**src/rtl/kalman_motion_trajectory_smoother_assert.svh**
```systemverilog
// Assertion macros for the trajectory smoother.
// Each macro expects clk and rst_n in the scope where it is used.
`ifndef KALMAN_MOTION_TRAJECTORY_SMOOTHER_ASSERT_SVH
`define KALMAN_MOTION_TRAJECTORY_SMOOTHER_ASSERT_SVH

// Same-cycle implication, checked outside reset.
`define KMTS_ASSERT_IMPLY(lbl, ante, cons, msg) \
  lbl: assert property (@(posedge clk) disable iff (!rst_n) (ante) |-> (cons)) \
    else $error(msg);

// Next-cycle implication, checked outside reset.
`define KMTS_ASSERT_NEXT(lbl, ante, cons, msg) \
  lbl: assert property (@(posedge clk) disable iff (!rst_n) (ante) |=> (cons)) \
    else $error(msg);

`endif

```
**src/rtl/kmts_pkg.sv**
```systemverilog
`timescale 1ns / 1ps
package kmts_pkg;

  // Channel layout: shift x, shift y, angle, zoom x, zoom y.
  localparam int CHANNELS   = 5;
  localparam int CH_W       = $clog2(CHANNELS);
  localparam int FIRST_ZOOM = 3;

  // Field and state widths.
  localparam int FIELD_W = 32;
  localparam int ANGLE_W = 19;
  localparam int TRAJ_W  = 48;
  localparam int COV_W   = 32;
  localparam int GAIN_W  = 31;
  localparam int MUL_W   = 32;
  localparam int PADDR_W = 3;

  // Fixed-point constants, Q2.30 for noise and covariance.
  localparam logic [GAIN_W-1:0] Q30_ONE       = 31'h4000_0000;
  localparam logic [COV_W-1:0]  COV_RESET     = 32'h4000_0000;
  localparam logic [COV_W-1:0]  PNOISE_RESET  = 32'd4294967;
  localparam logic [COV_W-1:0]  MNOISE_RESET  = 32'd536870912;

  // Register indexes, taken from paddr bit 2.
  localparam logic REG_PROCESS_NOISE     = 1'b0;
  localparam logic REG_MEASUREMENT_NOISE = 1'b1;

  // Sequencer states.
  typedef enum logic [3:0] {
    ST_IDLE,
    ST_DIV,
    ST_COV,
    ST_COVW,
    ST_RD,
    ST_TRJ,
    ST_MHI,
    ST_MLO,
    ST_UPD,
    ST_DONE
  } kmts_state_t;

  // Status of the gain divider.
  typedef struct packed {
    logic busy;
    logic done;
  } div_stat_t;

  // One entry of the channel state memory.
  typedef struct packed {
    logic signed [TRAJ_W-1:0] traj;
    logic signed [TRAJ_W-1:0] est;
  } ram_entry_t;

endpackage

```
**src/rtl/kmts_mul.sv**
```systemverilog
`timescale 1ns / 1ps
module kmts_mul import kmts_pkg::*; (
  input  logic                 clk,
  input  logic [MUL_W-1:0]     a,
  input  logic [MUL_W-1:0]     b,
  output logic [2*MUL_W-1:0]   prod_r
);

  // Shared unsigned multiplier with its product registered.
  always_ff @(posedge clk) begin
    prod_r <= a * b;
  end

endmodule

```
**config.mk**
```make
export PLATFORM = sky130hd
export DESIGN_NAME = kmts_mul
export DESIGN_NICKNAME = d
export VERILOG_FILES = /design/src/rtl/kalman_motion_trajectory_smoother_assert.svh /design/src/rtl/kmts_pkg.sv /design/src/rtl/kmts_mul.sv
export SDC_FILE = /design/constraint.sdc
export NUM_CORES = 2
export LEC_CHECK = 0
export BUFFER_PORTS_ARGS = -buffer_cell sky130_fd_sc_hd__clkbuf_2
export CAP_MARGIN = 30
export CORE_ASPECT_RATIO = 0.9
export CORE_MARGIN = 2
export CORE_UTILIZATION = 25
export DETAILED_ROUTE_END_ITERATION = 12
export SYNTH_ARGS = -nofsm -noshare
export SYNTH_HDL_FRONTEND = slang
export SYNTH_SLANG_ARGS = --single-unit
```
**constraint.sdc**
```tcl
create_clock -name clk -period 17 [get_ports clk]
set_input_delay 3.4 -clock clk [delete_from_list [all_inputs] [get_ports clk]]
set_output_delay 3.4 -clock clk [all_outputs]
set_load 0.03 [all_outputs]
```
Yosys cells after proc, flatten, opt, wreduce, memory -nomap -nowiden
Index checks and enable logic that the tools add are counted.
- $mul: 1
- operators by type and width (kind ; number):
    multiplier 32 x 32 -> 64 bit ; 1
- logic and storage cells: 2
- flip-flop bits (word level): 64
- input port bits: 65
- output and inout bits: 64

Logic depth before layout (Yosys ltp)
- word-level depth: 1
- mapped depth: 29
- depth with buffers taken out: 27

Worst setup path after synthesis
No wires, ideal clock.
- path kind: input -> register
- start: in a[25]
- end: reg prod_r[62]
- buffers on the path: 2
- required time: 16.928 ns
- setup slack: 6.847 ns
- setup time: 0.072 ns
- arrival: 10.081 ns
- cell stages on the path: 25
- path through: clkbuf_1 nand2_1 fa_1 inv_1 fa_1 inv_1 fa_1 inv_1 fa_1 fa_1 fa_1 fa_1 inv_1 fa_1 inv_1 ha_1 buf_2 nand4_1 or4_1 or3_1 a31oi_1 a31o_2 a211oi_1 o21ai_1 xor2_1
- cells in the longest elaborated chain, start to end: 1
- ends and longest elaborated chain (what ; RTL line ; text):
    start, declared ; kmts_mul.sv:4 ; input logic [MUL_W-1:0] a,
    multiplier 32 x 32 -> 64 bit ; kmts_mul.sv:11 ; prod_r <= a * b;
    end signal, assigned ; kmts_mul.sv:11 ;
    end, declared ; kmts_mul.sv:6 ; output logic [2*MUL_W-1:0] prod_r
Every way passes these cells.

Worst setup path after layout
- start: in b[5]
- end: reg prod_r[63]
- cells in the longest elaborated chain, start to end: 1
- ends and longest elaborated chain (what ; RTL line ; text):
    start, declared ; kmts_mul.sv:5 ; input logic [MUL_W-1:0] b,
    multiplier 32 x 32 -> 64 bit ; kmts_mul.sv:11 ;
Every way passes these cells.

==> results.toml <==
[yosys]
async_flop_share_pct = 0
muxShareOfSynthArea_pct = 0.0289
synth_cells = 3748
ys_types = 57
syn-num-nets = 4972
synth_fa_ha_area_share_pct = 61.2
yosysWarnings = 0
synth_edf_count = 0
synth_ff_type = "dfxtp_1"
yosys.area_share.xor_xnor_pct = 1.52
yosysSeqAreaShare_pct = 3.69
synth_top_family_by_area = "adder cells"
ys_ff_latch = 64
syn_area_sq_mm = 0.0347
synth_compound_area_share_pct = 4.15
synth_area_per_cell_sq_um = 9.25
synthSimpleGateAreaFrac_pct = 17.6

[place]
dp_cells = 5516
io_buffers = 128
globalplace.congestion = 0.899
hpwlAfterDp_mm = 78.1

[critical_path]
arrival_ns = 11.66
critPathLaunchType = "input port"
worstSetupEndpointType = "flip-flop"
crit_required_ns = 17.35
crit_type = "in -> reg"
worstPathMaxFanout = 32

[detailed_routing]
post-route-drc-count = 0
drt_iter0_drc = 1652
wl_mm = 100
ant_nets = 0
vias_per_cell = 4.48
drtPass1Iterations = 5
via_count = 24800
wl_per_cell_microns = 18.1

[finish]
area_growth_pct = 7.78
largest_reg_flops = 64
fin_cells = 5538
final_cell_mix = "896 x fa_1, 865 x inv_1, 602 x and2_1"
drive_gt1_share_pct = 5.08
top_regs = "prod_r (64)"
largest-register = "prod_r"
layout_commonest_cell = "fa_1"
final_nets = 4920

[flow_run]
cap_violations = 0

[global_routing]
grt_max_degree = 33
grt_pass1_vias = 27200
grt_pass1_wl_mm = 161
grt_usage_pct = 14.7
antenna_found_initial = 4
grt-ovfl-total = 0

[timing]
rsz0062_at_grt = "no"
finalHoldViolations = 0
slew_headroom_pct = 34.5
report.final.slew_viol_count = 0
setup_viol = 0
finalSetupTns_ns = 0
finalCriticalPeriod_ns = 11.32
fmax_mhz = 88.4
tightestPinTransition_ns = 0.982
period_share_pct = 66.6
holdWs_ns = 3.58

[clock_network]
root_buffer = "clkbuf_16"
cts.repair.resized = 0
htree_levels = 3
cts_tree = "yes"
clock-sinks = 64
post-cts-setup-buffers = 0
cts_buffers = 9
clk_pin_slew_ns = 0.08
cts_hold_buf = 0
clock_path_buffers = 2

[die]
core_sq_mm = 0.138
die_w_microns = 397
dieHeight_microns = 357
die-area_sq_mm = 0.142
rows = 129
initial_core_util_pct = 25.2
io_pins = 129

[hold_path]
holdPathStages = 3
min_path_type = "in -> reg"

[outcome]
status = "finished clean"
==> critical path: stages <==
cell and delay, ns:
clkbuf_2 0.49, and2_1 0.41, fa_1 0.56, fa_1 0.44, fa_1 0.51, inv_1 0.05
fa_1 0.47, inv_1 0.05, fa_1 0.49, inv_1 0.05, fa_1 0.53, inv_1 0.05
fa_1 0.49, fa_1 0.41, ha_1 0.44, nand4_1 0.15, a2111o_1 0.31, a21o_1 0.24
a21oi_2 0.30, a31oi_1 0.33, o31ai_4 0.67, a21oi_2 0.24, a221oi_1 0.31, and4_1 0.23
==> metal layers <==
metal	wire length, microns	GRT usage [%]
met5	25	0
met3	6770	2.64
met2	46400	23.8
met1	44800	20.5
met4	2090	3.34
==> synthesized netlist by cell type (6+ instances only) <==
cell	count	share of area, %
fa_1	896	52
inv_1	865	9.4
and2_1	602	11
nand2_1	480	5.2
ha_1	263	9.5
clkbuf_1	213	2.3
dfxtp_1	64	3.7
a21oi_1	63	0.91
a21o_1	40	0.87
xnor2_1	35	0.88
xor2_1	25	0.63
nand4_1	23	0.41
o21ai_0	21	0.30
nor2_1	20	0.22
and3_1	14	0.25
a31oi_1	12	0.22
nand3_1	10	0.14
o21bai_1	10	0.22
o21a_1	9	0.19
nor3_1	7	0.10
buf_2	6	0.087
==> final cells by class <==
class	count	area, sq um
Fill cell	14700	100000
Multi-Input combinational cell	2599	29300
Inverter	865	3250
Tap cell	1834	2290
Sequential cell	64	1280
Timing Repair Buffer	157	903
Clock buffer	12	256
Clock inverter	3	65.1
Antenna cell	4	10.0
==> metrics by stage <==
step	setup WS, ns	utilization, %	cell area (sq um)
CTS	5.61	27.1	37300
finish	5.68	27.2	37400
global route	5.40	27.2	37400
global placement	4.97	26.9	37000
floorplan	6.85	-	34700
detailed placement	5.21	26.9	37000
==> cells by family (layout without fill, tap and decap cells) <==
kind of cell | count (synthesis) | count (layout)
multiplexers | 1 | 1
XOR/XNOR | 60 | 60
AO/OA/AOI/OAI | 202 | 202
buffers and inverters | 1085 | 1037
AND/OR/NAND/NOR | 1177 | 1177
flip-flops | 64 | 64
adder cells (fa/ha/maj) | 1159 | 1159
other | 0 | 4
==> worst paths after layout <==
| kind | startpoint | endpoint | slack, ns |
|---|---|---|---|
| min | a[0] | prod_r[0] | 3.58 |
| max | b[5] | prod_r[63] | 5.68 |
Power is not shown: default switching activity piles up to over one toggle a cycle in this logic, so the estimate is an artifact.
