`config.mk`:
```
export PLATFORM = sky130hd
export DESIGN_NAME = kmts_state_ram
export DESIGN_NICKNAME = d
export VERILOG_FILES = /design/src/rtl/kalman_motion_trajectory_smoother_assert.svh /design/src/rtl/kmts_pkg.sv /design/src/rtl/kmts_state_ram.sv
export SDC_FILE = /design/constraint.sdc
export NUM_CORES = 1
export LEC_CHECK = 0
export ABC_AREA = 0
export BUFFER_PORTS_ARGS = -buffer_cell sky130_fd_sc_hd__buf_2
export CAP_MARGIN = 10
export CORE_MARGIN = 2
export CORE_UTILIZATION = 55
export DETAILED_ROUTE_END_ITERATION = 10
export GPL_TIMING_DRIVEN = 0
export PLACE_DENSITY = 0.75
export SLEW_MARGIN = 20
export SYNTH_ARGS = -nofsm -noshare
export SYNTH_HDL_FRONTEND = slang
export SYNTH_SLANG_ARGS = --single-unit
```
`constraint.sdc`:
```
create_clock -name clk -period 13 [get_ports clk]
set_input_delay 2.6 -clock clk [delete_from_list [all_inputs] [get_ports clk]]
set_output_delay 2.6 -clock clk [all_outputs]
set_load 0.05 [all_outputs]
```
`src/rtl/kalman_motion_trajectory_smoother_assert.svh`:
```
// Assertion macros for the trajectory smoother.
// Each macro expects clk and rst_n in the scope where it is used.
`ifndef KALMAN_MOTION_TRAJECTORY_SMOOTHER_ASSERT_SVH
`define KALMAN_MOTION_TRAJECTORY_SMOOTHER_ASSERT_SVH

// Same-cycle implication, checked outside reset.
`define KMTS_ASSERT_IMPLY(lbl, ante, cons, msg) \
  lbl: assert property (@(posedge clk) disable iff (!rst_n) (ante) |-> (cons)) \
    else $error(msg);

// Next-cycle implication, checked outside reset.
`define KMTS_ASSERT_NEXT(lbl, ante, cons, msg) \
  lbl: assert property (@(posedge clk) disable iff (!rst_n) (ante) |=> (cons)) \
    else $error(msg);

`endif

```
`src/rtl/kmts_pkg.sv`:
```
`timescale 1ns / 1ps
package kmts_pkg;

  // Channel layout: shift x, shift y, angle, zoom x, zoom y.
  localparam int CHANNELS   = 5;
  localparam int CH_W       = $clog2(CHANNELS);
  localparam int FIRST_ZOOM = 3;

  // Field and state widths.
  localparam int FIELD_W = 32;
  localparam int ANGLE_W = 19;
  localparam int TRAJ_W  = 48;
  localparam int COV_W   = 32;
  localparam int GAIN_W  = 31;
  localparam int MUL_W   = 32;
  localparam int PADDR_W = 3;

  // Fixed-point constants, Q2.30 for noise and covariance.
  localparam logic [GAIN_W-1:0] Q30_ONE       = 31'h4000_0000;
  localparam logic [COV_W-1:0]  COV_RESET     = 32'h4000_0000;
  localparam logic [COV_W-1:0]  PNOISE_RESET  = 32'd4294967;
  localparam logic [COV_W-1:0]  MNOISE_RESET  = 32'd536870912;

  // Register indexes, taken from paddr bit 2.
  localparam logic REG_PROCESS_NOISE     = 1'b0;
  localparam logic REG_MEASUREMENT_NOISE = 1'b1;

  // Sequencer states.
  typedef enum logic [3:0] {
    ST_IDLE,
    ST_DIV,
    ST_COV,
    ST_COVW,
    ST_RD,
    ST_TRJ,
    ST_MHI,
    ST_MLO,
    ST_UPD,
    ST_DONE
  } kmts_state_t;

  // Status of the gain divider.
  typedef struct packed {
    logic busy;
    logic done;
  } div_stat_t;

  // One entry of the channel state memory.
  typedef struct packed {
    logic signed [TRAJ_W-1:0] traj;
    logic signed [TRAJ_W-1:0] est;
  } ram_entry_t;

endpackage

```
`src/rtl/kmts_state_ram.sv`:
```
`timescale 1ns / 1ps
module kmts_state_ram import kmts_pkg::*; (
  input  logic            clk,
  input  logic            rst_n,
  input  logic            we,
  input  logic [CH_W-1:0] waddr,
  input  ram_entry_t      wdata,
  input  logic            re,
  input  logic [CH_W-1:0] raddr,
  output ram_entry_t      rdata
);

  ram_entry_t           mem [CHANNELS];
  ram_entry_t           rdata_r;
  logic                 rvld_r;
  logic [CHANNELS-1:0]  vld_r;

  // Storage write port.
  always_ff @(posedge clk) begin
    if (we) begin
      mem[waddr] <= wdata;
    end
  end

  // Registered read port.
  always_ff @(posedge clk) begin
    if (re) begin
      rdata_r <= mem[raddr];
    end
  end

  // Per-entry valid bits; an entry never written reads as zero.
  always_ff @(posedge clk) begin
    if (!rst_n) begin
      vld_r  <= '0;
      rvld_r <= 1'b0;
    end else begin
      if (we) begin
        vld_r[waddr] <= 1'b1;
      end
      if (re) begin
        rvld_r <= vld_r[raddr];
      end
    end
  end

  assign rdata = rvld_r ? rdata_r : '0;

endmodule

```
======== Yosys cells after proc, flatten, opt, wreduce, memory -nomap -nowiden ========
Memory sizes are Yosys's and may differ from the RTL's. A register that Yosys moved wholly into a read port is not among the register bits.
Cells that the tools add are included.
cells by class
  reductions and logical operators ........ 1
  magnitude comparators ................... 3
  bitwise logic cells ..................... 1
  multiplexer cells ....................... 7
operators by type and width
  kind                                                                                  number
  96-bit 2-to-1 mux                                                                     1
  3-bit by 4-bit less-than comparator with 1-bit output (second input constant)         2
  5-bit bitwise OR                                                                      1
  1-bit 2-to-1 mux                                                                      4
  1-bit binary-select mux with 3-bit select                                             1
  1-bit demux with 3-bit select                                                         1
  3-bit by 1-bit greater-or-equal comparator with 1-bit output (second input constant)  1
  1-bit logical AND                                                                     1
storage, ports and cells
  memories ................................ 1
  input port bits ......................... 106
  flip-flop bits (word level) ............. 6
  RAM bits ................................ 480
  output and inout bits ................... 96
  logic and storage cells ................. 15
memories
  name  words  width  read ports  clocked after memory_dff  write ports  line                  RTL
  mem   5      96     1           1                         1            kmts_state_ram.sv:13  ram_entry_t mem [CHANNELS];

======== Depth between registers and ports, before layout ========
Gate-level depths: netlist of the first run.
  depth after elaboration ................. 5
  depth in mapped cells ................... 6
  gate-level depth less buffers ........... 3

======== Worst setup path after synthesis of the first run ========
No wires, ideal clock.
  path kind ............................... input port to flip-flop
  start point ............................. input port waddr[0]
  end point ............................... memory mem[4][0] (netlist bit), enable pin
  arrival time ............................ 9.788 ns
  buffers on the path ..................... 0
  setup slack ............................. 2.519 ns
  stages .................................. 2
  required time ........................... 12.307 ns
  setup time .............................. 0.693 ns
  cell sequence ........................... nand2b_1 > nor3b_1
RTL lines
  item             line                  RTL
  start, declared  kmts_state_ram.sv:6   input logic [CH_W-1:0] waddr,
  end, declared    kmts_state_ram.sv:13
No word-level cell before the write port.

==> out/results.tsv, run 1 <==
metric	value	unit
DRT antenna net count	0	
max_slew headroom	46.4	%
most frequent cells in the layout	576 x edfxtp_1, 289 x nand2_1, 210 x buf_2	
leading cell type in the layout, fill and taps excluded	edfxtp_1	
syn_nets	1242	
Yosys top cell by area	edfxtp_1	
vias in the first global route	11300	
initial antenna violation count	6	
synth warn	0	
core area	38700	um2
Crit Path Max Fanout	10	
share of post-route cells with drive strength above 1	30.4	%
register share of total power	54.4	%
Residual DRC	0	
Distinct cells, synth	24	
pin count of the biggest net entering global routing	53	
H-tree depth	2	
CP bufs+invs	3	
CP dominant cell by count	clkbuf_1	
Worst-Margin Slew	800	ps
DR vias/cell	5.44	
Pleak	9.42	nW
grt total ovfl	0	
# IOs	202	
CTS tree	yes	
FF+latch count, synth	582	
Min Hold Slack	463	ps
Critical Setup Path Class	reg -> out	
Synth Instances	1136	
overall routing resource usage	21.6	%
crit-path leading delay family	buffers and inverters	
# setup viols final	0	
DIE WIDTH	202	um
TritonCTS Buffers	55	
synthesized area	21700	um2
port bufs	198	
worst hold stages	1	
dominant cells by area after synthesis	edfxtp_1 80%, mux4_2 10%, nand2_1 5.0%	
RSZ-0062 raised after global routing	no	
Hold-fix buffers, CTS	0	
non-filler cells in the finished layout	2010	
initial core utilization	55.9	%
TritonCTS Sinks	582	
# Max-Cap Violations	0	
DP Area	23900	um2
first-pass GRT wire length	66100	um
drt pass-1 iters	5	
VDD IR max	0.104	mV
CP peak stage delay	630	ps
CTS resizes	0	
Startpoint Class	flip-flop	
Post-CTS Setup Bufs	0	
Sw Pwr	0.000825	W
flop2flop setup slack	11530	ps
clk root buf	clkbuf_16	
P&R area growth vs syn	18.8	%
clock power share	39.7	%
placed cells	1904	
routed length per instance	21.6	um
number of nets in the layout	1549	
final period utilization	39.8	%
clock buffer depth	3	
Fin Setup TNS	0	ps
clock skew	10.4	ps
Critical Path RT	10400	ps
Crit path depth	4	
HPWL Detailed	27700	um
sequential share of the synthesized area	80.4	%
worst-path cell chain	clkbuf_1 > clkbuf_1 > and2_1 > buf_2	
Int Power	0.00314	W
endpoint type of the worst setup path	output pin	
Power Density	154	nW/um2
post-route cell area	25700	um2
Mean Syn Cell Area	19.1	um2
worst min path class	reg -> reg	
Tmin final	5170	ps
die extent in y	202	um
worst-case reg-to-reg path depth	3	
Die Area	41000	um2
WL final	43300	um
run status	finished, final reports clean	
Worst path slowest cell	dfxtp_1	
Worst-Skew Late Latency	590	ps
switching share of power	20.8	%
CP Data Arrival Time	2570	ps
starting DRC count in detailed routing	767	
Clock transition at path regs	60	ps
Combinational Power Share	6.0	%
Placer Congestion	0.724	
FMAX	0.193	GHz
total power	0.00397	W
Final Hold Fails	0	
via count	10900	
Max Transition Viols Final	0	
FP Rows	72	
post-synth top area share	79.8	%
-- power by group through the flow --
| stage | logic, W | registers [W] | clock network [W] |
|---|---|---|---|
| 5_1_grt | 0.000257 | 0.00216 | 0.00166 |
| 6_report | 0.000236 | 0.00216 | 0.00157 |
| 3_3_place_gp | 0.000222 | 0.00221 | 0 |
| 2_1_floorplan | 0.000143 | 0.00220 | 0 |
| 4_1_cts | 0.000241 | 0.00216 | 0.00160 |
| 3_5_place_dp | 0.000240 | 0.00220 | 0 |
-- flip-flops by register name (all words and copies together) (netlist names) --
name,flops
rdata_r,96
vld_r,5
rvld_r,1
mem,480
-- metrics by stage --
stage,setup WS [ps],utilization [%]
2_1_floorplan,2520,-
3_3_place_gp,-3830,60.2
3_5_place_dp,8050,61.8
4_1_cts,7750,66.4
5_1_grt,7620,66.4
6_report,7830,66.4
-- synth_stat cells --
cell	count
clkbuf_1	25
buf_4	5
mux2i_1	1
mux4_2	96
buf_8	1
nor2_1	2
edfxtp_1	576
nand2b_1	2
dfxtp_1	6
o21a_1	5
nor3b_1	1
nor3_1	2
o21ai_0	1
buf_2	13
and2_1	96
nor4bb_1	1
buf_1	7
buf_6	1
inv_2	1
mux2_2	1
buf_12	1
a31oi_1	2
or3_1	1
nand2_1	289
-- cell families (layout without fill, tap and decap cells) --
kind of cell           after synthesis  count (layout)  share of synthesized area, %
and+or+nand+nor                    394             394                          8.03
muxes                               98              98                          10.1
buffers and inverters               54             407                          1.26
AOI/OAI and AO/OA                    8               8                         0.254
DFF                                582             582                          80.4
other                                0               3                             0
-- layout make-up --
type                    instances  area, um2
flip-flops and latches        582      17400
fillers                      2583      13000
multi-input cells             500       4010
repair buffers                250       1600
clock buffers                  66       1460
well taps                     518        648
clock inverters                37        323
plain buffers                  53        269
diodes                          3       7.51
inverters                       1       3.75
-- routing by layer --
metal | track usage, % | vias up | wire [um]
li1 | - | 4937 | -
met1 | 29.4 | 5567 | 17700
met2 | 35.9 | 351 | 21700
met3 | 4.16 | 80 | 2800
met4 | 6.70 | 8 | 1020
met5 | 0 | - | 57
-- final timing paths --
kind / end / from
worst max-delay path: rdata[92] / rvld_r$_SDFFE_PN0P_
worst min-delay path: vld_r[4]$_SDFFE_PN0P_ / vld_r[4]$_SDFFE_PN0P_
worst max register to register: rvld_r$_SDFFE_PN0P_ / rvld_r$_SDFFE_PN0P_
worst min register to register: vld_r[4]$_SDFFE_PN0P_ / vld_r[4]$_SDFFE_PN0P_
Note: power is estimated with default switching activity, not from simulation.
==> run 2: changes to the inputs <==
- CORE_UTILIZATION: 55 -> 53
- clock period: 13 -> 4.16 ns (I/O delays scaled with it)
==> run 2 against run 1 <==
  * Core utilization down 2.7 points
  * Critical path type unchanged
  * Critical path depth unchanged
  * Setup slack worse by 7200 ps
  * Power rose to 3.1 times the previous value
  * Die area up 3.7%
==> out/results.tsv, run 2 (synthesis gave the netlist of run 1 again) <==
metric	value	unit	change
Critical Setup Path Class	reg -> out		unchanged
CP Data Arrival Time	2730	ps	was 2570 ps
Critical Path RT	3330	ps	was 10400 ps
max FFs per register	480		unchanged
core area	40600	um2	was 38700 um2
Hold-fix buffers, CTS	0		unchanged
Clock transition at path regs	60	ps	about the same
Int Power	0.00990	W	was 0.00314 W
RSZ-0062 raised after global routing	no		unchanged
clock skew	22.0	ps	was 10.4 ps
max_slew headroom	47.8	%	was 46.4%
die extent in y	206	um	was 202 um
worst-path cell chain	clkbuf_1 > clkbuf_1 > and2_1 > buf_2		unchanged
CP dominant cell by count	clkbuf_1		unchanged
TritonCTS Buffers	56		was 55
starting DRC count in detailed routing	572		was 767
most frequent cells in the layout	576 x edfxtp_1, 289 x nand2_1, 210 x buf_2		unchanged
CP bufs+invs	3		unchanged
initial antenna violation count	8		was 6
# IOs	202		unchanged
leading cell type in the layout, fill and taps excluded	edfxtp_1		unchanged
via count	10800		was 10900
Worst path slowest cell	dfxtp_1		unchanged
Biggest register	mem		unchanged
Pleak	9.38	nW	was 9.42 nW
CTS tree	yes		unchanged
Worst-Margin Slew	782	ps	was 800 ps
WL final	42700	um	was 43300 um
pin count of the biggest net entering global routing	58		was 53
Startpoint Class	flip-flop		unchanged
worst min path class	in -> reg		was reg -> reg
biggest regs	mem: 480 flops, rdata_r: 96 flops, vld_r: 5 flops		unchanged
Power Density	483	nW/um2	was 154 nW/um2
placed cells	1902		was 1904
switching share of power	20.6	%	was 20.8%
run status	finished, final reports clean		unchanged
Combinational Power Share	5.9	%	was 6.0%
grt total ovfl	0		unchanged
routed length per instance	21.2	um	was 21.6 um
non-filler cells in the finished layout	2013		was 2010
Post-CTS Setup Bufs	0		unchanged
Crit Path Max Fanout	10		unchanged
# setup viols final	0		unchanged
Max Transition Viols Final	0		unchanged
drt pass-1 iters	7		was 5
Placer Congestion	0.716		was 0.724
Sw Pwr	0.00256	W	was 0.000825 W
Tmin final	3560	ps	
Residual DRC	0		unchanged
clock buffer depth	3		unchanged
HPWL Detailed	27800	um	was 27700 um
share of post-route cells with drive strength above 1	29.2	%	was 30.4%
first-pass GRT wire length	65300	um	was 66100 um
endpoint type of the worst setup path	output pin		unchanged
final period utilization	85.6	%	
FP Rows	74		was 72
P&R area growth vs syn	19.2	%	was 18.8%
DR vias/cell	5.35		was 5.44
number of nets in the layout	1534		was 1549
DRT antenna net count	0		unchanged
clk root buf	clkbuf_16		unchanged
initial core utilization	53.4	%	was 55.9%
vias in the first global route	11200		was 11300
FMAX	0.281	GHz	
TritonCTS Sinks	582		unchanged
Die Area	42500	um2	was 41000 um2
Worst-Skew Late Latency	600	ps	was 590 ps
crit-path leading delay family	buffers and inverters		unchanged
clock power share	40.0	%	was 39.7%
CTS resizes	0		unchanged
port bufs	198		unchanged
Fillers	2812		was 2583
DIE WIDTH	206	um	was 202 um
overall routing resource usage	20.9	%	was 21.6%
CP peak stage delay	650	ps	was 630 ps
VDD IR max	0.349	mV	was 0.104 mV
H-tree depth	2		unchanged
register share of total power	54.1	%	was 54.4%
Final Hold Fails	0		unchanged
Fin Setup TNS	0	ps	unchanged
# Max-Cap Violations	0		unchanged
-- run 2: power groups by stage --
| stage | clock network [W] | registers, W | logic, W |
|---|---|---|---|
| after CTS | 0.00509 | 0.00675 | 0.000756 |
| after detailed placement | 0 | 0.00687 | 0.000753 |
| after floorplan | 0 | 0.00686 | 0.000448 |
| final | 0.00498 | 0.00674 | 0.000740 |
| after global placement | 0 | 0.00687 | 0.000696 |
| after global routing | 0.00530 | 0.00676 | 0.000809 |
-- run 2: cell type report --
cell class | count | area, um2 | share of cell area (%)
plain buffers | 53 | 269 | 1.04
repair buffers | 234 | 1620 | 6.29
inverters | 1 | 3.75 | 0.0145
multi-input cells | 500 | 4030 | 15.6
clock inverters | 31 | 319 | 1.24
flip-flops and latches | 582 | 17400 | 67.4
diodes | 7 | 17.5 | 0.0678
well taps | 532 | 666 | 2.58
clock buffers | 73 | 1490 | 5.75
-- run 2: worst paths after layout --
check | cells past startpoint | start | slack [ps] | to
hold reg to reg | 1 | vld_r[0]$_SDFFE_PN0P_ | 470 | vld_r[0]$_SDFFE_PN0P_
setup reg to reg | 3 | rvld_r$_SDFFE_PN0P_ | 2560 | rvld_r$_SDFFE_PN0P_
hold / removal | 1 | wdata[22] | 460 | mem[2][22]$_DFFE_PP_
setup / recovery | 4 | rvld_r$_SDFFE_PN0P_ | 600 | rdata[86]
-- run 2: worst reg2reg max path, stage by stage, from the launching register on --
cell and delay, ps:
dfxtp_1 650, clkbuf_1 550, o21ai_0 190, a31oi_1 150
-- run 2: through the flow --
stage / util, % / hold WS, ps / worst slack, ps / total power (W) / cell area, um2
CTS: 63.6 / 413 / 465 / 0.0126 / 25800
finish: 63.7 / 456 / 599 / 0.0125 / 25800
floorplan: - / 432 / 105 / 0.00730 / 21700
detailed placement: 59.2 / 456 / 1090 / 0.00762 / 24000
global placement: 57.6 / 438 / -2140 / 0.00757 / 23400
global route: 63.7 / 440 / 454 / 0.0129 / 25800
-- run 2: per-layer routing --
layer	track usage, %	share of wire (%)
met4	6.71	2.2
met1	27.1	40
met3	4.42	6.4
met5	0	0.17
met2	35.8	51
==> run 3: changes to the inputs <==
- CORE_UTILIZATION: 53 -> 40
- PLACE_DENSITY: 0.75 -> unset
==> run 3 against run 2 <==
  * Sequential share of layout area fell by 0.70 points
  * Global-route usage fell by 4.5 points
  * Count of clock-buffer cells in the layout rose by 8
  * Largest power group unchanged
  * Register-to-register slack improved by 70 ps
  * Via count rose by 0.48%
  * Maximum frequency fell by 0.87%
  * Cell count rose by 8.3%
  * Largest cell class unchanged
  * Clock power fell by 2%
  * Sequential cell count did not move
  * Sequential power barely moved
  * Worst hold slack got worse by 8.1 ps
==> out/results.tsv, run 3 (synthesis gave the netlist of run 1 again) <==
metric	value	unit	change
# IOs	202		unchanged
CP Data Arrival Time	2760	ps	was 2730 ps
Biggest register	mem		unchanged
flop2flop setup slack	2630	ps	was 2560 ps
Die Area	56000	um2	was 42500 um2
HPWL Detailed	29700	um	was 27800 um
Fillers	4535		was 2812
routed length per instance	20.9	um	was 21.2 um
max FFs per register	480		unchanged
most frequent cells in the layout	576 x edfxtp_1, 289 x nand2_1, 210 x buf_2		unchanged
worst-path cell chain	clkbuf_1 > clkbuf_1 > and2_1 > buf_2		unchanged
Tmin final	3590	ps	was 3560 ps
DR vias/cell	4.96		was 5.35
total power	0.0124	W	was 0.0125 W
Post-CTS Setup Bufs	0		unchanged
clock skew	23.3	ps	was 22.0 ps
worst hold stages	1		unchanged
Residual DRC	0		unchanged
hold_sp	wdata[78]		was wdata[22]
CP dominant cell by count	clkbuf_1		unchanged
crit path from	rvld_r$_SDFFE_PN0P_		unchanged
# setup viols final	0		unchanged
Hold-fix buffers, CTS	0		unchanged
Pleak	9.40	nW	was 9.38 nW
H-tree depth	2		unchanged
RSZ-0062 raised after global routing	no		unchanged
leading cell type in the layout, fill and taps excluded	edfxtp_1		unchanged
TritonCTS Buffers	58		was 56
number of nets in the layout	1540		was 1534
VDD IR max	0.301	mV	was 0.349 mV
Worst-Skew Late Latency	610	ps	was 600 ps
CTS tree	yes		unchanged
CTS resizes	0		unchanged
Critical Path RT	3330	ps	about the same
final period utilization	86.3	%	was 85.6%
Power Density	474	nW/um2	was 483 nW/um2
Placer Congestion	0.686		was 0.716
Final Hold Fails	0		unchanged
Crit Path Max Fanout	10		unchanged
endpoint type of the worst setup path	output pin		unchanged
pin count of the biggest net entering global routing	54		was 58
Worst path slowest cell	dfxtp_1		unchanged
Max Transition Viols Final	0		unchanged
FMAX	0.278	GHz	was 0.281 GHz
Finished Core Util	48.6	%	was 63.7%
# Max-Cap Violations	0		unchanged
RR Endpoint	rvld_r$_SDFFE_PN0P_		unchanged
core area	53700	um2	was 40600 um2
die extent in y	237	um	was 206 um
DRT antenna net count	0		unchanged
Startpoint Class	flip-flop		unchanged
clk root buf	clkbuf_16		unchanged
port bufs	198		unchanged
worst-case reg-to-reg path depth	3		unchanged
Sequential Area	17400	um2	unchanged
TritonCTS Sinks	582		unchanged
crit path to	rdata[90]		was rdata[86]
first-pass GRT wire length	68600	um	was 65300 um
P&R area growth vs syn	20.4	%	was 19.2%
grt total ovfl	0		unchanged
WL final	45500	um	was 42700 um
overall routing resource usage	16.5	%	was 20.9%
vias in the first global route	11100		was 11200
Critical Setup Path Class	reg -> out		unchanged
drt pass-1 iters	6		was 7
biggest regs	mem: 480 flops, rdata_r: 96 flops, vld_r: 5 flops		unchanged
max_slew headroom	46.5	%	was 47.8%
share of post-route cells with drive strength above 1	29.3	%	was 29.2%
CP peak stage delay	660	ps	was 650 ps
initial core utilization	40.3	%	was 53.4%
Clock transition at path regs	60	ps	about the same
FP Rows	85		was 74
Reg2Reg Launch Point	rvld_r$_SDFFE_PN0P_		unchanged
worst min path class	in -> reg		unchanged
via count	10800		about the same
Worst-Margin Slew	801	ps	was 782 ps
DIE WIDTH	237	um	was 206 um
run status	finished, final reports clean		unchanged
initial antenna violation count	7		was 8
clock buffer depth	3		unchanged
starting DRC count in detailed routing	782		was 572
area of the multi-input gates	4030	um2	unchanged
run 3: cell type report:
| class | instances | share of cell area, % |
|---|---|---|
| repair buffers | 238 | 6.70 |
| plain buffers | 53 | 1.03 |
| well taps | 696 | 3.34 |
| multi-input cells | 500 | 15.4 |
| flip-flops and latches | 582 | 66.7 |
| inverters | 1 | 0.0144 |
| clock buffers | 81 | 5.93 |
| clock inverters | 25 | 0.781 |
| diodes | 4 | 0.0384 |
run 3: through the flow:
step / instance area (um2) / setup WS (ps) / cells / hold slack, ps / TNS [ps]
detailed placement: 24300 / 1060 / 2070 / 450 / 0
floorplan: 21700 / 105 / 1136 / 432 / 0
global route: 26100 / 370 / 2177 / 424 / 0
CTS: 26100 / 456 / 2176 / 399 / 0
global placement: 23600 / -2370 / 2030 / 442 / -1028320
finish: 26100 / 568 / 2180 / 448 / 0
run 3: worst max-delay path: cells and delay by family, from the launching register on:
kind,cells,cell delay [ps]
buf+inv,3,1210
simple gates,1,280
flops,1,660
run 3: per-layer routing:
layer / part of all wire (%) / global-route usage, % / routed length, um
met4: 2.0 / 4.83 / 896
met5: 0.12 / 0 / 56
met3: 5.3 / 3.38 / 2420
met1: 43 / 22.3 / 19700
met2: 49 / 27.1 / 22400
run 3: worst min path at each step:
stage                                        to
after global routing       mem[0][83]$_DFFE_PP_
after detailed placement  vld_r[3]$_SDFFE_PN0P_
final                      mem[2][78]$_DFFE_PP_
after floorplan           vld_r[4]$_SDFFE_PN0P_
after global placement    vld_r[4]$_SDFFE_PN0P_
after CTS                   mem[1][0]$_DFFE_PP_
run 3: power by group:
| group | internal (W) | switching [W] | total [W] | leakage (nW) |
|---|---|---|---|---|
| clock | 0.00277 | 0.00212 | 0.00489 | 0.852 |
| sequential | 0.00669 | 0.0000499 | 0.00674 | 5.36 |
| combinational | 0.000278 | 0.000474 | 0.000753 | 3.19 |
