**config.mk**
```make
export PLATFORM = sky130hd
export DESIGN_NAME = kmts_gain_div
export DESIGN_NICKNAME = d
export VERILOG_FILES = /design/src/rtl/kalman_motion_trajectory_smoother_assert.svh /design/src/rtl/kmts_pkg.sv /design/src/rtl/kmts_gain_div.sv
export SDC_FILE = /design/constraint.sdc
export NUM_CORES = 1
export LEC_CHECK = 0
export BUFFER_PORTS_ARGS = -buffer_cell sky130_fd_sc_hd__buf_2
export CORE_UTILIZATION = 51
export DETAILED_ROUTE_END_ITERATION = 12
export GPL_ROUTABILITY_DRIVEN = 0
export GPL_TIMING_DRIVEN = 0
export PLACE_DENSITY = 0.71
export SYNTH_ARGS = -nofsm -noshare
export SYNTH_HDL_FRONTEND = slang
export SYNTH_SLANG_ARGS = --single-unit
```
**constraint.sdc**
```tcl
create_clock -name clk -period 4.2 [get_ports clk]
set_clock_uncertainty 0.05 [all_clocks]
set_input_delay 0.84 -clock clk [delete_from_list [all_inputs] [get_ports clk]]
set_output_delay 0.84 -clock clk [all_outputs]
set_load 0.02 [all_outputs]
```
**src/rtl/kalman_motion_trajectory_smoother_assert.svh**
```systemverilog
// Assertion macros for the trajectory smoother.
// Each macro expects clk and rst_n in the scope where it is used.
`ifndef KALMAN_MOTION_TRAJECTORY_SMOOTHER_ASSERT_SVH
`define KALMAN_MOTION_TRAJECTORY_SMOOTHER_ASSERT_SVH

// Same-cycle implication, checked outside reset.
`define KMTS_ASSERT_IMPLY(lbl, ante, cons, msg) \
  lbl: assert property (@(posedge clk) disable iff (!rst_n) (ante) |-> (cons)) \
    else $error(msg);

// Next-cycle implication, checked outside reset.
`define KMTS_ASSERT_NEXT(lbl, ante, cons, msg) \
  lbl: assert property (@(posedge clk) disable iff (!rst_n) (ante) |=> (cons)) \
    else $error(msg);

`endif

```
**src/rtl/kmts_pkg.sv**
```systemverilog
`timescale 1ns / 1ps
package kmts_pkg;

  // Channel layout: shift x, shift y, angle, zoom x, zoom y.
  localparam int CHANNELS   = 5;
  localparam int CH_W       = $clog2(CHANNELS);
  localparam int FIRST_ZOOM = 3;

  // Field and state widths.
  localparam int FIELD_W = 32;
  localparam int ANGLE_W = 19;
  localparam int TRAJ_W  = 48;
  localparam int COV_W   = 32;
  localparam int GAIN_W  = 31;
  localparam int MUL_W   = 32;
  localparam int PADDR_W = 3;

  // Fixed-point constants, Q2.30 for noise and covariance.
  localparam logic [GAIN_W-1:0] Q30_ONE       = 31'h4000_0000;
  localparam logic [COV_W-1:0]  COV_RESET     = 32'h4000_0000;
  localparam logic [COV_W-1:0]  PNOISE_RESET  = 32'd4294967;
  localparam logic [COV_W-1:0]  MNOISE_RESET  = 32'd536870912;

  // Register indexes, taken from paddr bit 2.
  localparam logic REG_PROCESS_NOISE     = 1'b0;
  localparam logic REG_MEASUREMENT_NOISE = 1'b1;

  // Sequencer states.
  typedef enum logic [3:0] {
    ST_IDLE,
    ST_DIV,
    ST_COV,
    ST_COVW,
    ST_RD,
    ST_TRJ,
    ST_MHI,
    ST_MLO,
    ST_UPD,
    ST_DONE
  } kmts_state_t;

  // Status of the gain divider.
  typedef struct packed {
    logic busy;
    logic done;
  } div_stat_t;

  // One entry of the channel state memory.
  typedef struct packed {
    logic signed [TRAJ_W-1:0] traj;
    logic signed [TRAJ_W-1:0] est;
  } ram_entry_t;

endpackage

```
**src/rtl/kmts_gain_div.sv**
```systemverilog
`timescale 1ns / 1ps
module kmts_gain_div import kmts_pkg::*; (
  input  logic              clk,
  input  logic              rst_n,
  input  logic              start,
  input  logic [COV_W-1:0]  p,
  input  logic [COV_W-1:0]  r,
  output logic [GAIN_W-1:0] gain,
  output div_stat_t         stat
);

  localparam int DEN_W = COV_W + 1;
  localparam int REM_W = DEN_W + 1;
  localparam int CNT_W = $clog2(GAIN_W);

  logic              busy_r;
  logic              done_r;
  logic [CNT_W-1:0]  cnt_r;
  logic [REM_W-1:0]  rem_r;
  logic [DEN_W-1:0]  den_r;
  logic [GAIN_W-1:0] q_r;
  logic              zero_r;
  logic [DEN_W-1:0]  den_sum;
  logic              fits;
  logic [REM_W-1:0]  rem_sub;

  // Restoring division of p * 2^30 by (p + r), one quotient bit a cycle.
  assign den_sum = {1'b0, p} + {1'b0, r};
  assign fits    = rem_r >= {1'b0, den_r};
  assign rem_sub = fits ? rem_r - {1'b0, den_r} : rem_r;

  // Control: busy for one step per quotient bit, then a done pulse.
  always_ff @(posedge clk) begin
    if (!rst_n) begin
      busy_r <= 1'b0;
      done_r <= 1'b0;
    end else if (start) begin
      busy_r <= 1'b1;
      done_r <= 1'b0;
    end else if (busy_r && cnt_r == '0) begin
      busy_r <= 1'b0;
      done_r <= 1'b1;
    end else begin
      done_r <= 1'b0;
    end
  end

  // Datapath: the first step compares p itself, later steps the doubled remainder.
  always_ff @(posedge clk) begin
    if (start) begin
      rem_r  <= REM_W'(p);
      den_r  <= den_sum;
      zero_r <= (den_sum == '0);
      cnt_r  <= CNT_W'(GAIN_W - 1);
      q_r    <= '0;
    end else if (busy_r) begin
      rem_r <= {rem_sub[REM_W-2:0], 1'b0};
      q_r   <= {q_r[GAIN_W-2:0], fits};
      cnt_r <= cnt_r - 1'b1;
    end
  end

  // A zero denominator gives zero gain.
  assign gain      = zero_r ? '0 : q_r;
  assign stat.busy = busy_r;
  assign stat.done = done_r;

endmodule

```
# Word level (Yosys, flattened, before mapping)
# Cells that the tools add are included.
[word_totals]
reg_bits = 106
output_inout_bits = 33
elab_cells = 26
[op_classes]
n_addsub = 3
order_cmp = 1
n_mux = 7
bitwise_logic = 1
reduce_logical = 6
[op_table]
columns = ["operator", "n"]
rows = [
  ["2-to-1 mux 32 bit", 2],
  [">= comparator 34 x 33 -> 1 bit", 1],
  ["adder 32 x 32 -> 33 bit", 1],
  ["logical NOT 33 bit", 1],
  ["2-to-1 mux 33 bit", 1],
  ["subtractor 33 bit", 1],
  ["2-to-1 mux 31 bit", 1],
  ["logical NOT 5 bit", 1],
  ["subtractor 5 x 1 -> 5 bit, second input constant", 1],
  ["nonzero test 2 bit", 2],
  ["2-to-1 mux 1 bit", 3],
  ["OR reduction 2 bit", 1],
  ["logical AND 1 bit", 1],
  ["inverter 1 bit", 1],
]

# Logic depth before layout (Yosys ltp)
# Gate-level depths: netlist (run 1).
[logic_depth]
depth_word = 4
depth_mapped = 14
ltp_nobuf = 12

# Least setup slack after synthesis (run 1)
# Ideal clock, no wire load.
[synth_path]
kind = "input -> register"
from = "input port p[0]"
to = "register zero_r (data pin)"
arrival_ns = 3.673
t_required_ns = 3.980
slack_ns = 0.307
path_stages = 11
n_path_buf = 0
path_cell_list = "ha_1 -> fa_1 -> a21o_1 -> a21oi_2 -> xnor2_1 -> or4_1 -> or4_1 -> or4_1 -> nor4_1 -> nand3_1 -> nor4_2"
[synth_via]
elab_chain_cells = 2
[synth_rtl]
columns = ["item", "line", "text"]
rows = [
  ["start: declaration", "kmts_gain_div.sv:6", "input logic [COV_W-1:0] p,"],
  ["adder 32 x 32 -> 33 bit", "kmts_gain_div.sv:28", "assign den_sum = {1'b0, p} + {1'b0, r};"],
  ["via den_sum[4]", "kmts_gain_div.sv:23", "logic [DEN_W-1:0] den_sum;"],
  ["logical NOT 33 bit", "kmts_gain_div.sv:53", "zero_r <= (den_sum == '0);"],
  ["end signal: assignment", "kmts_gain_div.sv:53", ""],
  ["end: declaration", "kmts_gain_div.sv:22", "logic zero_r;"],
]
# The timed path passes the listed nets, and every way through them passes these cells.
# A chain may end at the register's enable or synchronous reset.

# Final worst setup path (run 1)
# Ends and elaborated chain as after synthesis.

==> summary.txt, run 1 <==
Status
  – Run status: completed

Power and ir drop
  – Lkg Pwr: ~4 nW
  – Clock power share: 20.1%
  – Logic pwr share: a little under half
  – PwrDens: 447.4 nW/um2
  – Overall power: 4.213 mW
  – Seq pwr share: 32.7%
  – VDD IR-drop max: around 0.27 mV
  – Switch share: 40.42%
  – Switching pwr: 1.703 mW
  – P_int: 2.510 mW

Global route
  – Antenna violations before repair: 0
  – Vias in the first global route: 6,985
  – Global route overflow: 0
  – First-pass GRT wire length: about 34 mm
  – Largest net degree at the start of global routing: 36
  – GR Util All Layers: approximately a quarter

Flow run
  – Max_cap viols: 0

Place
  – Placed inst area: 9052 um2
  – Port Buffer Count: 99
  – HPWL reported at the end of detailed placement: 16.06 mm
  – Placed cell count: 1,254

Yosys
  – Post-synth ARST share: 0%
  – Post-Synth Simple-Gate Area: 20.34%
  – Complex-gate fraction of the synthesized area: 21.33%
  – Post-Syn Instances: 939
  – Largest cells by area after synthesis: edfxtp_1 24%, ha_1 10%, dfxtp_1 9.7%
  – Share of the synthesized area in the top cell type: 23.92%
  – Area leader, netlist: edfxtp_1
  – Syn nets: 1,074
  – Multiplexer area fraction after synthesis: under 10%
  – Syn Area/Cell: 8.825 um2
  – Syn Std Cell Area: 8287 um2
  – YS warnings: 0
  – Synth Flop Type: edfxtp_1
  – Post-synthesis xor/xnor area fraction: 4.862%
  – Adder-Cell Fraction of Synth Area: a little over a tenth
  – Yosys cell types: 70
  – Register bit count reported by yosys: 106
  – Register area share after synthesis: between 30 and 40%
  – EDFF count, synth: 66
  – Largest family of logic cells by synthesized area: compound AO/OA/AOI/OAI gates

Timing
  – Fin crit period: approximately 4.1 ns
  – Slew margin rel.: 42.08%
  – Fin crit share: 98.00%
  – Fin. Hold Viols: 0
  – Max Clk Rate: between 200 and 250 MHz
  – Final Max Slew Viols: 0
  – Final setup fails: 0
  – Worst Max-Slew Pin Slew: 0.8688 ns
  – Hold slack: 0.4406 ns

Routing
  – WL met1: 10.04 mm
  – Post-route ant nets: 0
  – Routed Wire Length: 21.13 mm
  – First drt pass iteration count: 5
  – Drt drc: 0
  – Via Count: 7,479
  – Met3 wire length: 1.183 mm
  – DRT iter0 DRCs: 604
  – Max Used Layer: met4
  – Via-to-Cell Ratio: 5.889
  – Average wire per standard cell: between 15 and 20 um
  – Met2 routed WL: 9.380 mm

Critical path
  – Slowest stage delay, CP: 0.59 ns
  – Critical Path AT: ~4.2 ns
  – Critical path type: in2reg
  – Top delay family on crit path: compound AO/OA/AOI/OAI gates
  – Startpoint types: input port
  – Max FO, Critical Path: 4
  – Highest-delay cell along the critical path: or4_1
  – CP bufs+invs: 1
  – Critical path, cell by cell: buf_2 -> ha_1 -> fa_2 -> a211oi_4 -> o211ai_1 -> a31o_2 -> o211a_4 -> or3_1 -> a41oi_2 -> xnor2_1 -> or4_1 -> nor4_4
  – Worst path required time: about 4.3 ns
  – CP Capture Type: flip-flop

Final layout
  – Layout cells sized above 1: 14.14%
  – Commonest non-fill, non-tap cells in the layout: 102 x buf_2, 87 x nor2_1, 66 x ha_1, 66 x edfxtp_1, 65 x nand2_1
  – Diode count: 0
  – Post-route cell area: roughly 9400 um2
  – Final net count: 1,184
  – Util after Layout: 59.28%
  – Final cell count without fillers: 1,270
  – Area Growth Syn to Fin: 13.63%
  – Commonest non-fill, non-tap cell in the layout: buf_2

CTS
  – Max clock buf depth: 2
  – Clock transition at path regs: 0.08 ns
  – CTS Buf Count: 9
  – Clock root buffer master: clkbuf_16
  – Postcts setup bufs: 0
  – Htree depth: 3
  – Clock sinks: 106
  – Worst skew pair latency: ~0.35 ns
  – TritonCTS clock tree: yes

Min path
  – Hold Path Class: reg2reg

Floorplanning
  – # IOs: 100
  – Die span in y: 129.5 um
  – Die area: 16,760 um2
  – Die X-Extent: 129.5 um
  – Row count: 46
  – Core region area: 15,890 um2
  – Starting Density: 52.17%
-- cell families (layout without fill, tap and decap cells) --
kind of cell             Yosys count  in the layout
AND/OR/NAND/NOR                  325            325
AO/OA/AOI/OAI                    256            256
flip-flops                       106            106
buffers and inverters             98            213
adder cells (fa/ha/maj)           68             68
XOR/XNOR                          46             46
multiplexers                      40             40
-- flip-flops by register name, indices dropped and copies added, names as in the netlist --
name    count
done_r      1
zero_r      1
cnt_r       5
q_r        31
busy_r      1
den_r      33
rem_r      34
-- power groups by stage --
| stage | Sequential, mW | Combinational (mW) | Clock (mW) |
|---|---|---|---|
| after global routing | 1.39 | 2.19 | 0.901 |
| after global placement | 1.39 | 1.89 | 0 |
| after floorplan | 1.37 | 1.47 | 0 |
| final | 1.38 | 1.99 | 0.846 |
| after detailed placement | 1.40 | 1.90 | 0 |
| after CTS | 1.38 | 1.93 | 0.865 |
-- worst min-delay path: stages (launching register included) --
cell and delay (ns):
dfxtp_1 0.33, mux2i_1 0.06, nor2_1 0.07
-- timing repair --
action,CTS,global route
pin swaps,1,3
hold buffers,0,0
gates cloned,0,0
resized for setup,4,10
setup endpoints to repair,1,16
-- final timing paths --
| check | slack [ns] | cells past startpoint | from | end |
|---|---|---|---|---|
| max | 0.08 | 12 | p[0] | zero_r |
| min | 0.44 | 2 | q_r[30] | q_r[30] |
| max reg2reg | 0.36 | 13 | rem_r[0] | rem_r[25] |
| min reg2reg | 0.44 | 2 | q_r[30] | q_r[30] |
-- synthesized netlist by cell type, types with 18 or more instances --
| cell | count |
|---|---|
| xor2_1 | 22 |
| nor3_1 | 18 |
| a21o_1 | 20 |
| xnor2_1 | 24 |
| nand3b_1 | 22 |
| o21ai_0 | 29 |
| dfxtp_1 | 40 |
| clkbuf_1 | 36 |
| nand3_1 | 19 |
| nand2_1 | 65 |
| edfxtp_1 | 66 |
| ha_1 | 66 |
| inv_1 | 53 |
| a21oi_1 | 65 |
| nor2b_1 | 41 |
| mux2i_1 | 38 |
| nor2_1 | 87 |
-- cell type report --
class | count | area (um2)
multi-input cells | 735 | 5194
clock inverters | 7 | 70.07
clock buffers | 9 | 225.2
flip-flops and latches | 106 | 2783
inverters | 53 | 198.9
repair buffers | 99 | 495.5
plain buffers | 45 | 180.2
well taps | 216 | 270.3
fillers | 1450 | 6469
-- routing by layer --
layer | vias up | track usage [%]
met3 | 42 | 3.179
li1 | 3709 | -
met1 | 3462 | 35.85
met5 | - | 0
met2 | 266 | 41.94
met4 | 0 | 8.755
-- through the flow --
| step | worst slack [ns] | TNS (ns) |
|---|---|---|
| 2_1_floorplan | 0.3073 | 0 |
| 3_3_place_gp | -0.6082 | -0.6082 |
| 4_1_cts | 0.03238 | 0 |
| 5_1_grt | -0.003623 | -0.003623 |
| 3_5_place_dp | -0.6503 | -0.6503 |
| 6_report | 0.08392 | 0 |
Power figures use the tool's default switching activity.
==> run 2: changes to the inputs <==
--- a/config.mk
+++ b/config.mk
@@ -5,6 +5,7 @@
 export SDC_FILE = /design/constraint.sdc
 export NUM_CORES = 1
 export LEC_CHECK = 0
+export ABC_AREA = 1
 export BUFFER_PORTS_ARGS = -buffer_cell sky130_fd_sc_hd__buf_2
 export CORE_UTILIZATION = 51
 export DETAILED_ROUTE_END_ITERATION = 12
==> summary.txt, run 2 <==
Status
  – Run status: completed

Flow run
  – Max_cap viols: 0 (unchanged)

Routing
  – Via Count: 8,907 (+19%)
  – Via-to-Cell Ratio: 5.218 (-11%)
  – Drt drc: 0 (unchanged)
  – Average wire per standard cell: 14.36 um (-14%)
  – Post-route ant nets: 0 (unchanged)
  – Routed Wire Length: 24.51 mm (+16%)
  – First drt pass iteration count: 6 (+1)
  – DRT iter0 DRCs: 665 (+10%)

Critical path
  – Slowest stage delay, CP: 0.72 ns (+0.13 ns)
  – Max FO, Critical Path: 41 (+37)
  – Critical path type: in2reg
  – Critical path, cell by cell: buf_2 -> clkbuf_1 -> nor2_1 -> inv_1 -> buf_2
  – First element of the critical path: start
  – Top delay family on crit path: buffers and inverters
  – Worst path required time: 4.12 ns (-0.19 ns)
  – CP Capture Type: flip-flop
  – CP most frequent cell: buf_2
  – Worst r2r src: den_r[0]
  – CP bufs+invs: 4 (+3)
  – Startpoint types: input port
  – Worst R2R Setup Slack: 1.41 ns (+1.05 ns)
  – Worst R2R End: rem_r[10]
  – Highest-delay cell along the critical path: buf_2
  – R2R cell count: 15 (+2)
  – Critical Path AT: 3.19 ns (-1.04 ns)

Final layout
  – Area Growth Syn to Fin: 11.62%
  – Commonest non-fill, non-tap cells in the layout: 409 x nand2_1, 217 x inv_1, 144 x nor2_1
  – Layout fillers: 1,724 (+19%)
  – Multi-input gate area: 5314 um2 (+2.3%)
  – Final net count: 1,612 (+36%)
  – Layout cells sized above 1: 12.21% (-1.9 points)
  – Max reg flops: 34 (unchanged)
  – Top Registers: rem_r (34), den_r (33), q_r (31)
  – Register Area: 2783 um2 (unchanged)
  – Biggest register: rem_r
  – Commonest non-fill, non-tap cell in the layout: nand2_1
  – Post-route cell area: 10,210 um2 (+8.4%)
  – Diode count: 0 (unchanged)

Timing
  – Slew margin rel.: 42.74% (+0.66 points)
  – Fin. Hold Viols: 0 (unchanged)
  – Final setup fails: 0 (unchanged)
  – Worst Max-Slew Pin Slew: 0.8589 ns (-0.009960 ns)
  – RSZ-0062 raised after global routing: false
  – Final Max Slew Viols: 0 (unchanged)
  – Fin crit share: 77.78% (-20 points)
  – Fin crit period: 3.267 ns (-0.8492 ns)
  – Max Clk Rate: 306.1 MHz (+26%)
  – Fin worst setup slack: 0.9331 ns (+0.8492 ns)

CTS
  – TritonCTS clock tree: yes
  – CTS Buf Count: 9 (unchanged)
  – Post-CTS sizing: 0 (-4)
  – Cts hold-fix bufs: 0 (unchanged)
  – Worst skew pair latency: 0.36 ns (about the same)
  – Postcts setup bufs: 0 (unchanged)
  – Max clock buf depth: 2 (unchanged)
  – Clock sinks: 106 (unchanged)
  – Clock root buffer master: clkbuf_16
  – Htree depth: 3 (unchanged)
  – Clock transition at path regs: 0.08 ns (about the same)

Yosys
  – YS warnings: 0 (unchanged)
  – EDFF count, synth: 66 (unchanged)
  – Area leader, netlist: edfxtp_1
  – Post-Syn Instances: 1,367 (+46%)
  – Commonest cells in the netlist: 409 x nand2_1, 217 x inv_1, 144 x nor2_1, 83 x nand3_1, 71 x a21oi_1
  – Largest cells by area after synthesis: edfxtp_1 22%, nand2_1 17%, ha_1 9.0%
  – Yosys cell types: 44 (-37%)
  – Syn Area/Cell: 6.689 um2 (-24%)
  – Count leader, synth: nand2_1
  – Post-synth ARST share: 0% (unchanged)
  – Register bit count reported by yosys: 106 (unchanged)
  – Share of the synthesized area in the top cell type: 21.67% (-2.2 points)
  – Synth Flop Type: edfxtp_1
  – Syn Std Cell Area: 9144 um2 (+10%)
  – Register area share after synthesis: 30.43% (-3.1 points)
  – Syn nets: 1,502 (+40%)

Place
  – Port Buffer Count: 99 (unchanged)
  – Placed inst area: 9922 um2 (+9.6%)
  – HPWL reported at the end of detailed placement: 20.68 mm (+29%)
  – Setup slack at placement: 0.5696 ns (+1.220 ns)

Floorplanning
  – Die span in y: 135.9 um (+5.0%)
  – Die X-Extent: 135.9 um (+5.0%)
  – # IOs: 100 (unchanged)
  – Die area: 18,470 um2 (+10%)
  – Starting Density: 52.50% (+0.33 points)
  – Row count: 48 (+4.3%)
  – Core region area: 17,420 um2 (+9.6%)

Power and ir drop
  – PwrDens: 452.7 nW/um2 (+1.2%)
  – Lkg Pwr: 5.157 nW (+28%)
  – VDD IR-drop max: 0.2500 mV (-8.6%)
  – Overall power: 4.620 mW (+9.7%)

Global route
  – Antenna violations before repair: 0 (unchanged)
  – GR Util All Layers: 27.57% (+1.7 points)
  – Largest net degree at the start of global routing: 42 (+17%)
  – First-pass GRT wire length: 39.58 mm (+16%)
  – Vias in the first global route: 8,125 (+16%)
  – Global route overflow: 0 (unchanged)

Min path
  – Worst hold stages: 2 (unchanged)
  – Hold path endpoint: rem_r[32]
  – Hold Path Class: reg2reg
  – HP Start: rem_r[32]
run 2: worst max path at each step:
stage / to / slack (ns) / cells after the start
after floorplan: rem_r[0] / 1.30 / 4
after global placement: rem_r[1] / -0.23 / 5
after detailed placement: rem_r[1] / 0.57 / 5
after CTS: rem_r[10] / 0.94 / 5
after global routing: rem_r[12] / 0.72 / 5
final: rem_r[9] / 0.93 / 5
run 2: where the power goes:
part	switching (mW)	internal (mW)
Clock	0.390	0.415
Sequential	0.0654	1.30
Combinational	1.56	0.895
Total	2.01	2.61
run 2: area by class of cell:
type,instances,area share [%]
plain buffers,27,1.814
clock buffers,10,2.243
clock inverters,6,0.5394
inverters,230,8.459
multi-input cells,1004,52.07
flip-flops and latches,106,27.27
well taps,225,2.758
repair buffers,99,4.855
run 2: per-layer routing:
layer / share of wire (%) / GRT usage, %
met5: 0 / 0
met4: 3.0 / 10.25
met3: 5.3 / 2.908
met2: 43 / 42.89
met1: 49 / 39.30
run 2: worst reg2reg max path, stage by stage (launching register included):
cell and delay, ns:
edfxtp_1 0.40, ha_1 0.23, fa_1 0.43, o21ai_2 0.25, nand2_1 0.10, nand2_2 0.12
nand2_2 0.07, nand2_4 0.10, nand3_4 0.09, nand3_4 0.10, nand2_8 0.10, nand2_8 0.14
buf_12 0.15, nand2_2 0.05, nand3_1 0.10, nand2_1 0.07
run 2: cell families (layout without fill, tap and decap cells):
logic type | count (synthesis) | in the layout | synth area share [%]
simple gates | 755 | 755 | 36.54
buf+inv | 257 | 372 | 11.45
compound gates | 150 | 150 | 9.141
flops | 106 | 106 | 30.43
fa+ha+maj | 68 | 68 | 9.469
xor+xnor | 31 | 31 | 2.969
run 2: stage by stage:
stage | util, % | TNS, ns | std cells | hold WS [ns]
final | 58.60 | 0 | 1707 | 0.4458
after global routing | 58.60 | 0 | 1707 | 0.4658
after CTS | 58.60 | 0 | 1707 | 0.4448
after detailed placement | 56.97 | 0 | 1691 | 0.4220
after global placement | 56.96 | -8.546 | 1691 | 0.4201
after floorplan | - | 0 | 1367 | 0.3928
==> run 3: changes to the inputs <==
--- a/config.mk
+++ b/config.mk
@@ -5,7 +5,7 @@
 export SDC_FILE = /design/constraint.sdc
 export NUM_CORES = 1
 export LEC_CHECK = 0
-export ABC_AREA = 1
+export ABC_AREA = 0
 export BUFFER_PORTS_ARGS = -buffer_cell sky130_fd_sc_hd__buf_2
 export CORE_UTILIZATION = 51
 export DETAILED_ROUTE_END_ITERATION = 12
==> constraint.sdc (replaced) <==
create_clock -name clk -period 3.1 [get_ports clk]
set_clock_uncertainty 0.05 [all_clocks]
set_input_delay 0.62 -clock clk [delete_from_list [all_inputs] [get_ports clk]]
set_output_delay 0.62 -clock clk [all_outputs]
set_load 0.02 [all_outputs]
==> summary.txt, run 3 (same netlist as run 1, synthesis figures left out) <==
Critical path
  – Critical path type: in2reg
  – Max FO, Critical Path: 3 (-93%)
  – Worst path required time: 3.21 ns (-0.91 ns)
  – Critical Path AT: 3.82 ns (+0.63 ns)
  – Startpoint types: input port
  – CP Capture Type: flip-flop

Final layout
  – Biggest register: rem_r
  – Top Registers: rem_r (34), den_r (33), q_r (31)
  – Max reg flops: 34 (unchanged)
  – Layout cells sized above 1: 21.96% (+9.7 points)
  – Commonest non-fill, non-tap cell in the layout: buf_2
  – Commonest non-fill, non-tap cells in the layout: 96 x buf_2, 83 x nor2_1, 66 x edfxtp_1
  – Area Growth Syn to Fin: 24.93%
  – Util after Layout: 65.17% (+6.6 points)
  – Diode count: 0 (unchanged)
  – Final net count: 1,214 (-25%)

Floorplanning
  – Starting Density: 52.17% (-0.33 points)
  – Row count: 46 (-4.2%)
  – Die span in y: 129.5 um (-4.7%)
  – Core region area: 15,890 um2 (-8.8%)
  – Die X-Extent: 129.5 um (-4.7%)
  – Die area: 16,760 um2 (-9.2%)
  – # IOs: 100 (unchanged)

Routing
  – Via-to-Cell Ratio: 6.004 (+15%)
  – Average wire per standard cell: 18.05 um (+26%)
  – Drt drc: 0 (unchanged)
  – Via Count: 7,805 (-12%)
  – DRT iter0 DRCs: 680 (+2.3%)
  – Post-route ant nets: 0 (unchanged)
  – Routed Wire Length: 23.47 mm (-4.3%)
  – First drt pass iteration count: 5 (-1)

Timing
  – Max Clk Rate: 269.8 MHz
  – Slew margin rel.: 49.83% (+7.1 points)
  – Fin worst setup slack: -0.6059 ns (-1.539 ns)
  – Fin. Hold Viols: 0 (unchanged)
  – Worst Max-Slew Pin Slew: 0.7525 ns (-0.1064 ns)
  – RSZ-0062 raised after global routing: true
  – Final Max Slew Viols: 0 (unchanged)
  – Final setup fails: 36 (+36)
  – Fin crit period: 3.706 ns
  – Fin crit share: 119.5%
  – Hold slack: 0.4474 ns (+0.001679 ns)

CTS
  – TritonCTS clock tree: yes
  – Cts hold-fix bufs: 0 (unchanged)
  – Htree depth: 3 (unchanged)
  – Clock root buffer master: clkbuf_16
  – CTS Buf Count: 9 (unchanged)
  – Clock sinks: 106 (unchanged)
  – Worst skew pair latency: 0.36 ns (about the same)
  – Clock transition at path regs: 0.09 ns (about the same)
  – Max clock buf depth: 2 (unchanged)

Global route
  – Global route overflow: 0 (unchanged)
  – Largest net degree at the start of global routing: 36 (-14%)
  – Antenna violations before repair: 0 (unchanged)
  – First-pass GRT wire length: 35.11 mm (-11%)
  – GR Util All Layers: 26.84% (-0.73 points)
  – Vias in the first global route: 7,040 (-13%)

Place
  – Port Buffer Count: 99 (unchanged)
  – HPWL reported at the end of detailed placement: 16.09 mm (-22%)

Status
  – Failing checks: negative setup slack
  – Run status: finished, violations left

Power and ir drop
  – Clock power share: 18.9% (+1.5 points)
  – Seq pwr share: 27.8% (-1.7 points)
  – Lkg Pwr: 4.374 nW (-15%)
  – P_int: 4.066 mW (+56%)
  – Switch share: 40.11% (-3.5 points)
  – VDD IR-drop max: 0.3907 mV (+56%)
  – PwrDens: 655.8 nW/um2 (+45%)
  – Switching pwr: 2.723 mW (+35%)
  – Logic pwr share: 53.3% (+0.2 points)

Min path
  – Hold Path Class: in2reg

Flow run
  – Max_cap viols: 0 (unchanged)
==> run 3: cell types whose count changed in the layout (fill, tap and decap cells not counted), moves of 18 or more <==
cell	previous run	this run
a21o_1	1	20
buf_4	2	23
clkbuf_1	11	29
inv_1	217	51
mux2i_1	0	35
nand2_1	409	65
nand2_2	31	0
nand3_1	83	17
nand3b_1	46	22
nor2_1	144	83
nor2b_1	0	41
o22ai_1	30	1
==> run 3: worst paths after layout <==
check | endpoint | slack (ns) | depth (start not counted) | start
min reg2reg | q_r[30] | 0.45 | 2 | q_r[30]
max reg2reg | rem_r[29] | -0.20 | 13 | den_r[0]
max | zero_r | -0.61 | 12 | p[0]
min | busy_r | 0.45 | 2 | rst_n
==> run 3: worst max-delay path, stage by stage <==
cell and delay [ns]:
buf_8 0.10, ha_4 0.15, fa_2 0.39, a21o_1 0.21, a21oi_2 0.14, xnor2_1 0.09
or4_1 0.50, or4_4 0.44, or4_4 0.46, nor4_4 0.23, nand3_2 0.16, nor4_4 0.31
==> run 3: cell type report <==
| class | instances | area (um2) |
|---|---|---|
| multi-input combinational | 736 | 5630 |
| fill | 1319 | 5533 |
| sequential | 106 | 2783 |
| timing repair buffer | 133 | 910.9 |
| clock buffer | 11 | 275.3 |
| tap | 216 | 270.3 |
| buffer | 40 | 227.7 |
| inverter | 53 | 198.9 |
| clock inverter | 5 | 56.30 |
==> run 3: routing by layer <==
layer	global-route usage (%)	wire length, um
met1	36.69	10290
met2	43.64	10650
met3	3.220	1703
met4	10.05	824
met5	0	0
==> run 3: per-stage QoR <==
stage | setup slack [ns] | instances | area (um2) | setup TNS, ns | power, mW
after floorplan | -0.3407 | 939 | 8312 | -0.3407 | 3.867
after global placement | -1.200 | 1254 | 9077 | -46.21 | 4.472
after detailed placement | -1.226 | 1254 | 9077 | -48.21 | 4.495
final | -0.6059 | 1300 | 10350 | -3.549 | 6.789
after CTS | -0.5710 | 1288 | 9915 | -1.336 | 6.173
after global routing | -0.6653 | 1300 | 10350 | -6.252 | 7.119
==> run 3: repair_timing <==
| item | in CTS | in global routing |
|---|---|---|
| setup buffers | 19 | 12 |
| resized for setup | 86 | 55 |
| pin swaps | 26 | 30 |
| endpoints found under the setup margin | 72 | 72 |
| gates cloned | 0 | 6 |
==> run 3: power by group through the flow <==
stage	logic [mW]	registers [mW]	clock network [mW]
final	3.62	1.89	1.28
after global routing	3.88	1.91	1.33
after CTS	3.02	1.87	1.28
after floorplan	2.01	1.86	0
after global placement	2.58	1.89	0
after detailed placement	2.60	1.89	0
